## src/hdl/psdq_ram.sv

```systemverilog
`default_nettype none
module psdq_ram #(
   parameter int Width = 8,
   parameter int Depth = 16
) (
   input  wire logic                     clock,
   input  wire logic                     wr_en,
   input  wire logic [$clog2(Depth)-1:0] wr_addr,
   input  wire logic [Width-1:0]         wr_data,
   input  wire logic [$clog2(Depth)-1:0] rd_addr,
   output logic      [Width-1:0]         rd_data
);
   logic [Width-1:0] mem [Depth];

   always_ff @(posedge clock) begin
      if (wr_en) begin
         mem[wr_addr] <= wr_data;
      end
      rd_data <= mem[rd_addr];
   end
endmodule
`default_nettype wire

```

## config.mk

```make
export PLATFORM = sky130hd
export DESIGN_NAME = psdq_ram
export DESIGN_NICKNAME = d
export VERILOG_FILES = /design/src/hdl/psdq_ram.sv
export SDC_FILE = /design/constraint.sdc
export NUM_CORES = 1
export LEC_CHECK = 0
export BUFFER_PORTS_ARGS = -buffer_cell sky130_fd_sc_hd__buf_2
export CAP_MARGIN = 15
export CORE_MARGIN = 5
export CORE_UTILIZATION = 57
export CTS_BUF_LIST = sky130_fd_sc_hd__clkbuf_2 sky130_fd_sc_hd__clkbuf_4 sky130_fd_sc_hd__clkbuf_8
export DETAILED_ROUTE_END_ITERATION = 8
export PLACE_DENSITY_LB_ADDON = 0.1
export SYNTH_ARGS = -nofsm -noshare
export SYNTH_HDL_FRONTEND = slang
export SYNTH_SLANG_ARGS = --single-unit
```

## constraint.sdc

```tcl
create_clock -name clock -period 2.05 [get_ports clock]
set_clock_uncertainty 0.1 [all_clocks]
set_input_delay 0.41 -clock clock [delete_from_list [all_inputs] [get_ports clock]]
set_output_delay 0.41 -clock clock [all_outputs]
set_load 0.02 [all_outputs]
```

==> run summary <==
============================================================================================
Syn-to-layout area delta ......................................................        17.4%
Share of layout cells above drive strength 1 ..................................        33.4%
Share of the synthesized netlist area taken by xor and xnor gates .............           0%
Number of nets produced by synthesis ..........................................          247
DRC violations left ...........................................................            0
Post-synthesis average cell area ..............................................    22.5 um^2
Antenna Cells .................................................................            0
Post-layout worst setup margin ................................................     0.568 ns
Sinks on the clock net ........................................................          136
Status ........................................................................ finished clean
Max Fanout on Critical Path ...................................................            1
DIE HEIGHT ....................................................................       105 um
Average wire length per cell after detail routing .............................      22.4 um
Part of the Yosys area used for sequential elements ...........................        77.8%
Worst slack at placement ......................................................     0.155 ns
Area of the core ..............................................................    8760 um^2
Post-synthesis mux area share .................................................        15.0%
Period utilisation layout .....................................................        72.3%
Worst slew pin tran ...........................................................     0.368 ns
Basic-gate share of the synthesized area counting and, or, nand and nor cells .        3.18%
# H-tree levels ...............................................................            4
Setup repair after global routing missed its margin ...........................        false
Max clock buf depth ...........................................................            2
Share of the synthesized area in the top cell type ............................        74.7%
Initial DRC Count .............................................................          117
PD cells ...................................................................... 1000 nW/um^2
TritonCTS clock tree ..........................................................        built
Worst Path Buf+Inv ............................................................            1
Number of antenna violations at the first check in global routing .............            0
Wire length of the first global-routing pass ..................................      14.5 mm
Synth area leader .............................................................     edfxtp_1
Commonest non-fill, non-tap cells in the layout ............................... edfxtp_1, buf_2, buf_4, clkbuf_8, mux4_2
Global placement routability congestion .......................................        0.761
Fmax achieved .................................................................      675 MHz
Number of detailed-route iterations in the first pass .........................            4
Vias ..........................................................................         2396
Number of global-route vias before repair .....................................         2504
Final HPWL from detailed placement ............................................      5.94 mm
Maximum number of pins on one net before global-route repair ..................           17
Quantity of I/O buffers inserted on ports .....................................           25
Post-route minimum period .....................................................      1.48 ns
Die outline width .............................................................       105 um
Slew Viols, Final .............................................................            0
Biggest area contributors in the synthesized netlist .......................... edfxtp_1, mux4_2, mux4_1, dfxtp_1, a22oi_1
Worst-case headroom to the max-slew limit .....................................        75.5%
Post-synthesis sequential element count .......................................          136
Later-pin clock latency in the skew report ....................................      0.42 ns
Final setup vio count .........................................................            0
Die Outline Area ..............................................................   11000 um^2
Kind of start point of the critical path ......................................         flop
Number of I/O pins ............................................................           26
Slowest CP cell ...............................................................      dfxtp_1
CTS buffer count ..............................................................           17
Post-CTS Resized ..............................................................            0
Initial core utilization ......................................................        58.7%
Final-report hold violation count .............................................            0
Final ANT Viol Nets ...........................................................            0
Total Routed Length ...........................................................      9.17 mm
Maximum VDD drop ..............................................................       531 uV
Utilization after layout ......................................................        69.0%
Worst Hold Class .............................................................. input port to flop
Post-synthesis adder-cell area fraction .......................................           0%
Syn Inst Count ................................................................          229
Static leakage power ..........................................................   0.00208 uW
Overflow left after global routing ............................................            0
Drt via density ...............................................................         5.84
MaxCap Viol Count .............................................................            0
Overall Power .................................................................      6050 uW
Largest stage delay on the critical path ......................................      0.37 ns
Cell area after technology mapping ............................................    5150 um^2
Hold buffer count at cts ......................................................            0
Count of different cell masters after synthesis ...............................           19
Number of nets in the layout ..................................................          307
Crit-path leading delay family ................................................   flip-flops
Overall Global Routing Usage ..................................................        18.1%
Number of filler instances in the final layout ................................          563
Yosys warning total ...........................................................            0
Total Neg Setup Slack .........................................................         0 ns
Leading cell type in the layout, fill and taps excluded .......................     edfxtp_1
FP Rows .......................................................................           34
Critical path arrival .........................................................      0.97 ns
Post-CTS Setup Repair Bufs ....................................................            0
Kind of end point of the critical path ........................................  output port
CP cell instances .............................................................        buf_2
Root buffer cell ..............................................................     clkbuf_8
Clk slew on worst S/H paths ...................................................      0.07 ns
Compound-cell area share of the yosys netlist .................................        2.33%
Class of the most critical setup path ......................................... flop to output port
Critical Path RT ..............................................................      1.54 ns
Largest family of logic cells by synthesized area ............................. multiplexers
============================================================================================
==> sequential cells by signal, summed over array words and instances (netlist names) <==
register / flops
rd_data: 8
mem: 128
==> cells by family after synthesis <==
kind of cell,count (synthesis)
flops,136
compound gates,16
buf+inv,10
simple gates,35
mux,32
==> cell type report <==
class                   instances  area (um^2)  area share, %
flip-flops and latches        136         4000           66.3
multi-input cells              83         1060           17.5
repair buffers                 51          358           5.92
clock buffers                  20          269           4.45
clock inverters                12          220           3.64
well taps                     108          135           2.24
==> worst paths after layout <==
kind / start / end / slack (ns) / cells after the start
worst max register to register: mem[1][3]$_DFFE_PP_ / rd_data[3]$_DFF_P_ / 0.60 / 3
worst max-delay path: rd_data[7]$_DFF_P_ / rd_data[7] / 0.57 / 1
worst min-delay path: wr_data[2] / mem[7][2]$_DFFE_PP_ / 0.26 / 1
worst min register to register: mem[12][1]$_DFFE_PP_ / rd_data[1]$_DFF_P_ / 0.58 / 3
==> per-layer routing <==
metal | track usage, % | part of all wire, % | vias to the layer above
met5 | 0 | 0 | -
met4 | 5.48 | 0.48 | 0
met3 | 5.61 | 6.0 | 4
met2 | 27.4 | 49 | 68
met1 | 25.5 | 44 | 1225
li1 | - | - | 1099
==> worst reg2reg max path: stages, from the launching register on <==
cell and delay, ns:
edfxtp_1 0.38, mux4_1 0.51, a22oi_1 0.27, nand2_1 0.08
==> cells in the mapped netlist <==
library cell / number
mux4_1: 14
and2_1: 1
nand3b_1: 2
clkdlybuf4s25_2: 3
nand3_1: 1
a22oi_1: 16
nor2b_1: 1
edfxtp_1: 128
buf_2: 3
mux4_2: 18
nand2b_1: 2
nand2_1: 9
buf_4: 1
or3b_2: 1
nor2_1: 13
and2b_1: 1
buf_6: 3
nor3_1: 4
dfxtp_1: 8
==> per-stage QoR <==
| step | hold WS [ns] | area (um^2) | cells |
|---|---|---|---|
| global route | 0.247 | 6040 | 410 |
| floorplan | 0.409 | 5150 | 229 |
| detailed placement | 0.566 | 5550 | 378 |
| CTS | 0.244 | 6040 | 410 |
| finish | 0.262 | 6040 | 410 |
| global placement | 0.554 | 5550 | 378 |
==> power breakdown <==
group	total [uW]	switching (uW)	internal [uW]
Sequential	3120	17.6	3110
Clock	2610	963	1650
Combinational	312	178	134
Power figures use the tool's default switching activity.
